## config.mk

```make
export PLATFORM = sky130hd
export DESIGN_NAME = rc_channel_frame_encoder
export DESIGN_NICKNAME = d
export VERILOG_FILES = /design/src/hdl/rcfe_pkg.sv /design/src/hdl/rcfe_fifo.sv /design/src/hdl/rcfe_front.sv /design/src/hdl/rcfe_back.sv /design/src/hdl/rc_channel_frame_encoder.sv
export SDC_FILE = /design/constraint.sdc
export NUM_CORES = 1
export LEC_CHECK = 0
export CAP_MARGIN = 20
export CORE_ASPECT_RATIO = 2
export CORE_MARGIN = 2
export CORE_UTILIZATION = 55
export CTS_BUF_LIST = sky130_fd_sc_hd__clkbuf_8
export CTS_CLUSTER_DIAMETER = 60
export DETAILED_ROUTE_END_ITERATION = 12
export DONT_BUFFER_PORTS = 1
export PLACE_DENSITY = 0.7
export RECOVER_POWER = 100
export SKIP_CTS_REPAIR_TIMING = 1
export SLEW_MARGIN = 20
export SYNTH_ARGS = -nofsm -noshare
export SYNTH_HDL_FRONTEND = slang
export SYNTH_HIERARCHICAL = 1
export SYNTH_SLANG_ARGS = --single-unit
```

## constraint.sdc

```tcl
create_clock -name clk -period 17.7 [get_ports clk]
set_clock_uncertainty 0.1 [all_clocks]
set_input_delay 0.885 -clock clk [delete_from_list [all_inputs] [get_ports clk]]
set_output_delay 0.885 -clock clk [all_outputs]
set_load 0.03 [all_outputs]
```

## src/hdl/rcfe_pkg.sv

```systemverilog
// Package for the RC channel frame encoder.
// Item types, frame constants, channel mapping constants and the CRC-8 update.
// No dependencies.
package rcfe_pkg;

    localparam int CHAN_W     = 11;
    localparam int LIVE_SLOTS = 8;
    localparam int SLOTS      = 16;
    localparam int SLOT_W     = $clog2(SLOTS);
    localparam int LIVE_W     = $clog2(LIVE_SLOTS);
    localparam int DATA_BYTES = 22;
    localparam int FRAME_BYTES = 26;
    localparam int DCNT_W     = $clog2(DATA_BYTES);
    localparam int FCNT_W     = $clog2(FRAME_BYTES);
    localparam int ACC_W      = 18;
    localparam int HELD_W     = 4;

    localparam logic [CHAN_W-1:0] IN_MIN  = 11'd1000;
    localparam logic [CHAN_W-1:0] IN_MAX  = 11'd2000;
    localparam logic [CHAN_W-1:0] OUT_MIN = 11'd192;
    localparam logic [CHAN_W-1:0] DEFAULT_RESET = 11'd992;

    // (d * 1600) / 1000 == (8 * d) / 5; divide by 5 as multiply by 13108 >> 16,
    // exact for 8 * d up to 8000.
    localparam int RECIP5       = 13108;
    localparam int RECIP_SHIFT  = 16;
    localparam int PROD_W       = 28;

    localparam logic [7:0] FRAME_ADDR = 8'hEE;
    localparam logic [7:0] FRAME_LEN  = 8'd24;
    localparam logic [7:0] FRAME_TYPE = 8'h16;
    localparam logic [7:0] CRC_POLY   = 8'hD5;

    localparam int FIFO_DEPTH = 4;
    localparam int FIFO_AW    = $clog2(FIFO_DEPTH);

    typedef struct packed {
        logic [CHAN_W-1:0] aileron;
        logic [CHAN_W-1:0] elevator;
        logic [CHAN_W-1:0] throttle;
        logic [CHAN_W-1:0] rudder;
        logic [CHAN_W-1:0] switch_a;
        logic [CHAN_W-1:0] switch_b;
        logic [CHAN_W-1:0] switch_c;
        logic [CHAN_W-1:0] switch_d;
    } in_item_t;

    typedef struct packed {
        logic [7:0] frame_byte;
        logic       last_byte;
    } out_item_t;

    typedef struct packed {
        logic full;
        logic empty;
    } fifo_stat_t;

    typedef enum logic {
        F_IDLE,
        F_RUN
    } front_state_t;

    typedef enum logic [2:0] {
        B_ADDR,
        B_LEN,
        B_TYPE,
        B_DATA,
        B_CRC
    } back_state_t;

    function automatic logic [7:0] crc8_update(input logic [7:0] crc, input logic [7:0] data);
        logic [7:0] c;
        c = crc ^ data;
        for (int k = 0; k < 8; k++) begin
            if (c[7])
                c = {c[6:0], 1'b0} ^ CRC_POLY;
            else
                c = {c[6:0], 1'b0};
        end
        return c;
    endfunction

    localparam logic [7:0] CRC_AFTER_TYPE = crc8_update(8'h00, FRAME_TYPE);

endpackage

```

## src/hdl/rcfe_fifo.sv

```systemverilog
// Small FIFO of 11-bit channel values between front and back end.
// Depends on rcfe_pkg.
module rcfe_fifo
    import rcfe_pkg::*;
(
    input  logic              clk,
    input  logic              rst_n,
    input  logic              push,
    input  logic [CHAN_W-1:0] push_value,
    input  logic              pop,
    output logic [CHAN_W-1:0] pop_value,
    output fifo_stat_t        stat
);

    logic [CHAN_W-1:0]  mem_reg [FIFO_DEPTH];
    logic [FIFO_AW-1:0] wr_ptr_reg, wr_ptr_next;
    logic [FIFO_AW-1:0] rd_ptr_reg, rd_ptr_next;
    logic [FIFO_AW:0]   count_reg, count_next;

    assign stat.full  = (count_reg == (FIFO_AW+1)'(FIFO_DEPTH));
    assign stat.empty = (count_reg == '0);
    assign pop_value  = mem_reg[rd_ptr_reg];

    always_comb
    begin
        wr_ptr_next = push ? wr_ptr_reg + 1'b1 : wr_ptr_reg;
        rd_ptr_next = pop  ? rd_ptr_reg + 1'b1 : rd_ptr_reg;
        count_next  = count_reg;
        if (push && !pop)
            count_next = count_reg + 1'b1;
        else if (pop && !push)
            count_next = count_reg - 1'b1;
    end

    always_ff @(posedge clk or negedge rst_n)
    begin
        if (!rst_n)
        begin
            wr_ptr_reg <= '0;
            rd_ptr_reg <= '0;
            count_reg  <= '0;
        end
        else
        begin
            wr_ptr_reg <= wr_ptr_next;
            rd_ptr_reg <= rd_ptr_next;
            count_reg  <= count_next;
        end
    end

    always_ff @(posedge clk)
    begin
        if (push)
            mem_reg[wr_ptr_reg] <= push_value;
    end

endmodule

```

## src/hdl/rcfe_front.sv

```systemverilog
// Front end: takes a channel set, maps the eight live channels one per cycle
// while the FIFO has room and queues all sixteen slot values. Depends on rcfe_pkg.
module rcfe_front
    import rcfe_pkg::*;
(
    input  logic              clk,
    input  logic              rst_n,
    input  logic              in_valid,
    output logic              in_stall,
    input  in_item_t          in_data,
    input  logic [CHAN_W-1:0] dflt_value,
    input  fifo_stat_t        fifo_stat,
    output logic              push,
    output logic [CHAN_W-1:0] push_value
);

    front_state_t      state_reg, state_next;
    logic [SLOT_W-1:0] slot_reg, slot_next;
    logic [CHAN_W-1:0] raw_reg [LIVE_SLOTS];

    logic [CHAN_W-1:0] raw_sel;
    logic [CHAN_W-1:0] clamped;
    logic [9:0]        diff;
    logic [PROD_W-1:0] prod;
    logic [CHAN_W-1:0] mapped;
    logic              accept;

    assign accept = in_valid && !in_stall;

    // next state
    always_comb
    begin
        state_next = state_reg;
        case (state_reg)
            F_IDLE:
            begin
                if (in_valid)
                    state_next = F_RUN;
            end
            F_RUN:
            begin
                if (!fifo_stat.full && slot_reg == SLOT_W'(SLOTS - 1))
                    state_next = F_IDLE;
            end
            default: state_next = F_IDLE;
        endcase
    end

    // outputs
    always_comb
    begin
        in_stall = 1'b1;
        push     = 1'b0;
        case (state_reg)
            F_IDLE: in_stall = 1'b0;
            F_RUN:  push     = !fifo_stat.full;
            default:
            begin
                in_stall = 1'b1;
                push     = 1'b0;
            end
        endcase
    end

    // clamp, then (x - 1000) * 8 / 5 + 192
    always_comb
    begin
        raw_sel = raw_reg[slot_reg[LIVE_W-1:0]];
        if (raw_sel < IN_MIN)
            clamped = IN_MIN;
        else if (raw_sel > IN_MAX)
            clamped = IN_MAX;
        else
            clamped = raw_sel;
        diff   = 10'(clamped - IN_MIN);
        prod   = PROD_W'({diff, 3'b000}) * PROD_W'(RECIP5);
        mapped = prod[RECIP_SHIFT +: CHAN_W] + OUT_MIN;
        push_value = slot_reg[SLOT_W-1] ? dflt_value : mapped;
    end

    always_comb
    begin
        slot_next = slot_reg;
        if (accept)
            slot_next = '0;
        else if (push)
            slot_next = slot_reg + 1'b1;
    end

    always_ff @(posedge clk or negedge rst_n)
    begin
        if (!rst_n)
        begin
            state_reg <= F_IDLE;
            slot_reg  <= '0;
        end
        else
        begin
            state_reg <= state_next;
            slot_reg  <= slot_next;
        end
    end

    always_ff @(posedge clk)
    begin
        if (accept)
        begin
            raw_reg[0] <= in_data.aileron;
            raw_reg[1] <= in_data.elevator;
            raw_reg[2] <= in_data.throttle;
            raw_reg[3] <= in_data.rudder;
            raw_reg[4] <= in_data.switch_a;
            raw_reg[5] <= in_data.switch_b;
            raw_reg[6] <= in_data.switch_c;
            raw_reg[7] <= in_data.switch_d;
        end
    end

endmodule

```

## src/hdl/rcfe_back.sv

```systemverilog
// Back end: header bytes, LSB-first packing of queued 11-bit values, CRC-8,
// and the output register. Depends on rcfe_pkg.
module rcfe_back
    import rcfe_pkg::*;
(
    input  logic              clk,
    input  logic              rst_n,
    input  fifo_stat_t        fifo_stat,
    input  logic [CHAN_W-1:0] pop_value,
    output logic              pop,
    output logic              out_valid,
    input  logic              out_stall,
    output out_item_t         out_data
);

    back_state_t       state_reg, state_next;
    logic [ACC_W-1:0]  acc_reg, acc_next;
    logic [HELD_W-1:0] held_reg, held_next;
    logic [DCNT_W-1:0] count_reg, count_next;
    logic [7:0]        crc_reg, crc_next;
    logic              out_valid_reg, out_valid_next;
    out_item_t         out_item_reg;

    logic              load_ok;
    logic              need_pop;
    logic              emit;
    out_item_t         emit_item;
    logic [ACC_W-1:0]  combined;

    assign load_ok   = !out_valid_reg || !out_stall;
    assign need_pop  = (held_reg < HELD_W'(8));
    assign out_valid = out_valid_reg;
    assign out_data  = out_item_reg;

    // next state
    always_comb
    begin
        state_next = state_reg;
        case (state_reg)
            B_ADDR:
            begin
                if (load_ok && !fifo_stat.empty)
                    state_next = B_LEN;
            end
            B_LEN:
            begin
                if (load_ok)
                    state_next = B_TYPE;
            end
            B_TYPE:
            begin
                if (load_ok)
                    state_next = B_DATA;
            end
            B_DATA:
            begin
                if (emit && count_reg == DCNT_W'(DATA_BYTES - 1))
                    state_next = B_CRC;
            end
            B_CRC:
            begin
                if (load_ok)
                    state_next = B_ADDR;
            end
            default: state_next = B_ADDR;
        endcase
    end

    // outputs and datapath
    always_comb
    begin
        emit       = 1'b0;
        pop        = 1'b0;
        emit_item  = '0;
        acc_next   = acc_reg;
        held_next  = held_reg;
        count_next = count_reg;
        crc_next   = crc_reg;
        combined   = acc_reg | (ACC_W'(pop_value) << held_reg);
        case (state_reg)
            B_ADDR:
            begin
                // a frame starts once its first value is queued
                emit                 = load_ok && !fifo_stat.empty;
                emit_item.frame_byte = FRAME_ADDR;
            end
            B_LEN:
            begin
                emit                 = load_ok;
                emit_item.frame_byte = FRAME_LEN;
            end
            B_TYPE:
            begin
                emit                 = load_ok;
                emit_item.frame_byte = FRAME_TYPE;
                if (load_ok)
                begin
                    acc_next   = '0;
                    held_next  = '0;
                    count_next = '0;
                    crc_next   = CRC_AFTER_TYPE;
                end
            end
            B_DATA:
            begin
                // below 8 bits held, merge the next value and still emit a byte
                emit = load_ok && (!need_pop || !fifo_stat.empty);
                pop  = emit && need_pop;
                if (need_pop)
                begin
                    emit_item.frame_byte = combined[7:0];
                    if (emit)
                    begin
                        acc_next  = combined >> 8;
                        held_next = held_reg + HELD_W'(CHAN_W - 8);
                    end
                end
                else
                begin
                    emit_item.frame_byte = acc_reg[7:0];
                    if (emit)
                    begin
                        acc_next  = acc_reg >> 8;
                        held_next = held_reg - HELD_W'(8);
                    end
                end
                if (emit)
                begin
                    count_next = count_reg + 1'b1;
                    crc_next   = crc8_update(crc_reg, emit_item.frame_byte);
                end
            end
            B_CRC:
            begin
                emit                 = load_ok;
                emit_item.frame_byte = crc_reg;
                emit_item.last_byte  = 1'b1;
            end
            default:
            begin
                emit = 1'b0;
                pop  = 1'b0;
            end
        endcase
        out_valid_next = emit || (out_valid_reg && out_stall);
    end

    always_ff @(posedge clk or negedge rst_n)
    begin
        if (!rst_n)
        begin
            state_reg     <= B_ADDR;
            acc_reg       <= '0;
            held_reg      <= '0;
            count_reg     <= '0;
            crc_reg       <= '0;
            out_valid_reg <= 1'b0;
        end
        else
        begin
            state_reg     <= state_next;
            acc_reg       <= acc_next;
            held_reg      <= held_next;
            count_reg     <= count_next;
            crc_reg       <= crc_next;
            out_valid_reg <= out_valid_next;
        end
    end

    always_ff @(posedge clk)
    begin
        if (emit)
            out_item_reg <= emit_item;
    end

endmodule

```

## src/hdl/rc_channel_frame_encoder.sv

```systemverilog
// RC channel frame encoder, top level.
// Ties the default-value register, front end, value FIFO and back end together.
// Depends on rcfe_pkg, rcfe_front, rcfe_fifo, rcfe_back.

// Each accepted item (eight channel pulse widths) yields one 26-byte RC-channels
// frame: 0xEE, 24, 0x16, sixteen 11-bit values packed LSB-first in 22 bytes,
// and a CRC-8 (poly 0xD5, init 0, over type and payload), with last_byte set
// on the CRC byte. Channels are clamped to 1000..2000 and scaled to 192..1792;
// slots 8 to 15 carry default_channel_value (reset 992), written through the
// cfg channel, which is always ready. The output side sends one byte per cycle
// while the receiver does not stall. The front end maps one channel per cycle,
// but the four-entry value FIFO paces it to the byte serializer; the next item
// is taken once all sixteen values of the last are queued, while the back end
// may still be sending the previous frame.
module rc_channel_frame_encoder
    import rcfe_pkg::*;
(
    input  logic              clk,
    input  logic              rst_n,
    input  logic              in_valid,
    output logic              in_stall,
    input  in_item_t          in_data,
    output logic              out_valid,
    input  logic              out_stall,
    output out_item_t         out_data,
    input  logic              cfg_valid,
    output logic              cfg_ready,
    input  logic [CHAN_W-1:0] cfg_data
);

    logic [CHAN_W-1:0] dflt_reg;
    logic              push;
    logic [CHAN_W-1:0] push_value;
    logic              pop;
    logic [CHAN_W-1:0] pop_value;
    fifo_stat_t        fifo_stat;

    assign cfg_ready = 1'b1;

    always_ff @(posedge clk or negedge rst_n)
    begin
        if (!rst_n)
            dflt_reg <= DEFAULT_RESET;
        else if (cfg_valid && cfg_ready)
            dflt_reg <= cfg_data;
    end

    rcfe_front u_front (
        .clk        (clk),
        .rst_n      (rst_n),
        .in_valid   (in_valid),
        .in_stall   (in_stall),
        .in_data    (in_data),
        .dflt_value (dflt_reg),
        .fifo_stat  (fifo_stat),
        .push       (push),
        .push_value (push_value)
    );

    rcfe_fifo u_fifo (
        .clk        (clk),
        .rst_n      (rst_n),
        .push       (push),
        .push_value (push_value),
        .pop        (pop),
        .pop_value  (pop_value),
        .stat       (fifo_stat)
    );

    rcfe_back u_back (
        .clk        (clk),
        .rst_n      (rst_n),
        .fifo_stat  (fifo_stat),
        .pop_value  (pop_value),
        .pop        (pop),
        .out_valid  (out_valid),
        .out_stall  (out_stall),
        .out_data   (out_data)
    );

endmodule

```

==> flow_summary.json <==
{
  "cts_buffers": 17,
  "crit_buf_inv": 3,
  "root_buffer": "clkbuf_8",
  "critPathKind": "register to register",
  "die_width_um": 104,
  "gr-usage-all-layers_pct": 23.1,
  "period_needed_ns": 10.90,
  "die-area_sq_um": 21300,
  "drive_gt1_share_pct": 10.7,
  "start_util_pct": 55.7,
  "crit_path_end_kind": "register",
  "crit_family": "adder cells",
  "tightest_slew_ns": 2.90,
  "antenna_found_initial": 0,
  "status": "finished with violations",
  "worstSkewPairLatency_ns": 0.49,
  "yosys_warnings": 6,
  "grt_util_met1_pct": 20.3,
  "rsz0062_at_grt": "no",
  "clkTransAtPathRegs_ns": 0.10,
  "setup_viol": 0,
  "r2r_slack_ns": 6.80,
  "synth_edf_count": 141,
  "min_period_over_period_pct": 61.6,
  "grt_use_met3_pct": 4.40,
  "cap_violations": 3,
  "synthCells": 833,
  "multi_input_area_sq_um": 4930,
  "ys_async_sr_fraction_pct": 27.7,
  "rr_endpoint": "u_fifo/mem_reg[1][10]",
  "rr_worst_depth": 36,
  "timing.setup.tns_ns": 0,
  "grt_overflow": 0,
  "htree_num_levels": 4,
  "core_sq_um": 19800,
  "cts_tree": "built",
  "io_pins": 116,
  "gp_congestion": 0.887,
  "synth_area_sq_um": 11000,
  "violations": "capacitance limit, slew limit",
  "hold_violations": 0,
  "num_rows": 73,
  "wl_um": 23400,
  "syn_area_per_cell_sq_um": 13.2,
  "grt_pass1_wl_um": 36800,
  "start_kind": "register",
  "grt_pass1_vias": 7126,
  "clock_sinks": 195,
  "viasPerCell": 5.98,
  "clockBufferDepth": 2,
  "fmax_mhz": 91.8,
  "drc": 0,
  "finalNetCount": 1026,
  "routedWlPerCell_um": 21.2,
  "slew_headroom_pct": -93.3,
  "port_buffers": 0,
  "worst-path-stages": 36,
  "final-max-slew-violation-count": 143,
  "ys_ff_latch": 195,
  "die_h_um": 204,
  "path_max_fanout": 23,
  "fill_cells": 1635,
  "area_growth_pct": 4.30,
  "grt_use_met2_pct": 47.5,
  "seq_area_sq_um": 5590,
  "hold_path.class": "primary input to asynchronous set/reset pin",
  "via_count": 6579,
  "largest_register_ffs": 88,
  "slowest_delay_ns": 1.07,
  "r2r-start": "u_front/slot_reg[1]",
  "busiest_layer": "met2",
  "yosysSeqAreaShare_pct": 50.7,
  "synth_cell_types": 72,
  "cp.arrival_ns": 11.05,
  "ant_nets": 0,
  "synth_ff_type": "edfxtp_1",
  "synth_fp_nets": 1034,
  "drtPass1Iterations": 7,
  "dpl.hpwl_um": 18300,
  "critPathSlowestCell": "dfrtp_1",
  "initialDrtViolationCount": 334,
  "grt_max_degree": 91,
  "worstPathRequired_ns": 17.86
}
==> kinds of logic (layout without fill, tap and decap cells) <==
kind of cell	Yosys count	after routing	share of synthesized area, %
xor+xnor	50	50	4.51
flops	195	195	50.7
mux	78	78	12.0
other cells	1	2	0.0340
simple gates	178	178	7.81
compound gates	132	132	8.14
fa+ha+maj	97	97	12.8
buf+inv	102	107	4.10
==> synthesized netlist by cell type, types with 3 or more instances <==
| cell type | count | area [sq um] |
|---|---|---|
| inv_1 | 71 | 267 |
| a31oi_1 | 11 | 68.8 |
| nand2b_1 | 8 | 50.1 |
| mux2i_1 | 18 | 180 |
| edfxtp_1 | 141 | 4230 |
| nor2_1 | 43 | 161 |
| xnor2_2 | 4 | 65.1 |
| and2_1 | 8 | 50.1 |
| or2_2 | 6 | 37.5 |
| dfrtp_1 | 49 | 1230 |
| o2bb2ai_1 | 3 | 26.3 |
| mux4_1 | 6 | 158 |
| o22ai_1 | 5 | 31.3 |
| xnor2_1 | 22 | 193 |
| o31ai_1 | 8 | 60.1 |
| nor2b_1 | 10 | 62.6 |
| buf_4 | 4 | 30.0 |
| nor3_1 | 12 | 60.1 |
| a21oi_1 | 24 | 120 |
| mux2_4 | 10 | 150 |
| o21ai_1 | 9 | 45.0 |
| a22o_1 | 3 | 26.3 |
| o22a_1 | 3 | 26.3 |
| mux4_2 | 30 | 676 |
| mux2_2 | 12 | 135 |
| dfstp_2 | 5 | 131 |
| o21ai_0 | 28 | 140 |
| ha_1 | 71 | 888 |
| fa_1 | 26 | 521 |
| a21o_1 | 10 | 75.1 |
| xor2_1 | 22 | 193 |
| nand3_1 | 14 | 70.1 |
| nand4_1 | 9 | 56.3 |
| nand2_1 | 53 | 199 |
| clkbuf_1 | 17 | 63.8 |
| buf_6 | 7 | 78.8 |
==> final cells by class <==
cell class	count	share of cell area [%]
multi-input cells	536	42.8
diodes	1	0.0217
clock inverters	15	1.27
well taps	262	2.85
repair buffers	3	0.0978
flip-flops and latches	195	48.6
inverters	72	2.35
clock buffers	17	2.03
==> worst max path at each step <==
stage                             start               endpoint  slack [ns]
global placement    u_front/slot_reg[1]  u_fifo/mem_reg[0][10]        7.53
finish              u_front/slot_reg[1]  u_fifo/mem_reg[1][10]        6.80
CTS                 u_front/slot_reg[1]  u_fifo/mem_reg[1][10]        7.17
floorplan           u_front/slot_reg[1]  u_fifo/mem_reg[0][10]        8.92
detailed placement  u_front/slot_reg[1]  u_fifo/mem_reg[3][10]        7.24
global route        u_front/slot_reg[1]  u_fifo/mem_reg[1][10]        6.11
==> per-layer routing <==
layer,vias to the layer above,share of wire (%)
li1,3041,-
met3,53,3.4
met2,193,62
met4,0,4.1
met1,3292,31
met5,-,0
==> placed cells by master, fill, tap and decap left out, types with 4 or more instances in the layout <==
master,synthesis,final
edfxtp_1,141,141
xor2_1,22,22
mux2_1,2,12
or2_2,6,5
nand2_1,53,53
o21ai_0,28,35
o31ai_1,8,8
a21o_1,10,10
xnor2_1,22,24
nor2_1,43,43
inv_1,71,72
mux4_1,6,6
fa_1,26,26
nand4_1,9,9
nor3_1,12,12
nand2b_1,8,8
dfrtp_1,49,48
a31oi_1,11,11
ha_1,71,71
o211ai_1,2,4
clkbuf_8,0,17
nand3_1,14,14
nor2b_1,10,9
and2_0,0,5
mux4_2,30,30
o22ai_1,5,5
mux2i_1,18,18
mux2_2,12,9
a21oi_1,24,26
==> worst register-to-register path: cells and delay by family (launching register included) <==
family	cells	cell delay, ns
buffers and inverters	3	0.20
DFF	1	1.07
xor gates and xnor gates	1	0.17
adders and majority gates	8	3.31
AOI/OAI and AO/OA	13	3.06
and+or+nand+nor	9	1.75
muxes	2	1.04
==> metrics by stage <==
step / std cells / setup WS [ns] / hold slack (ns) / util [%] / instance area (sq um)
after floorplan: 833 / 8.92 / 0.344 / - / 11000
after global placement: 1066 / 7.53 / 0.359 / 56.5 / 11200
after detailed placement: 1066 / 7.24 / 0.373 / 56.5 / 11200
after CTS: 1098 / 7.17 / -0.0745 / 58.4 / 11600
after global routing: 1100 / 6.11 / 0.0956 / 58.1 / 11500
final: 1101 / 6.80 / 0.134 / 58.1 / 11500
Power is left out: the tool's default activity adds up to more than one toggle a clock period on the data nets, which glitch-free logic cannot reach.
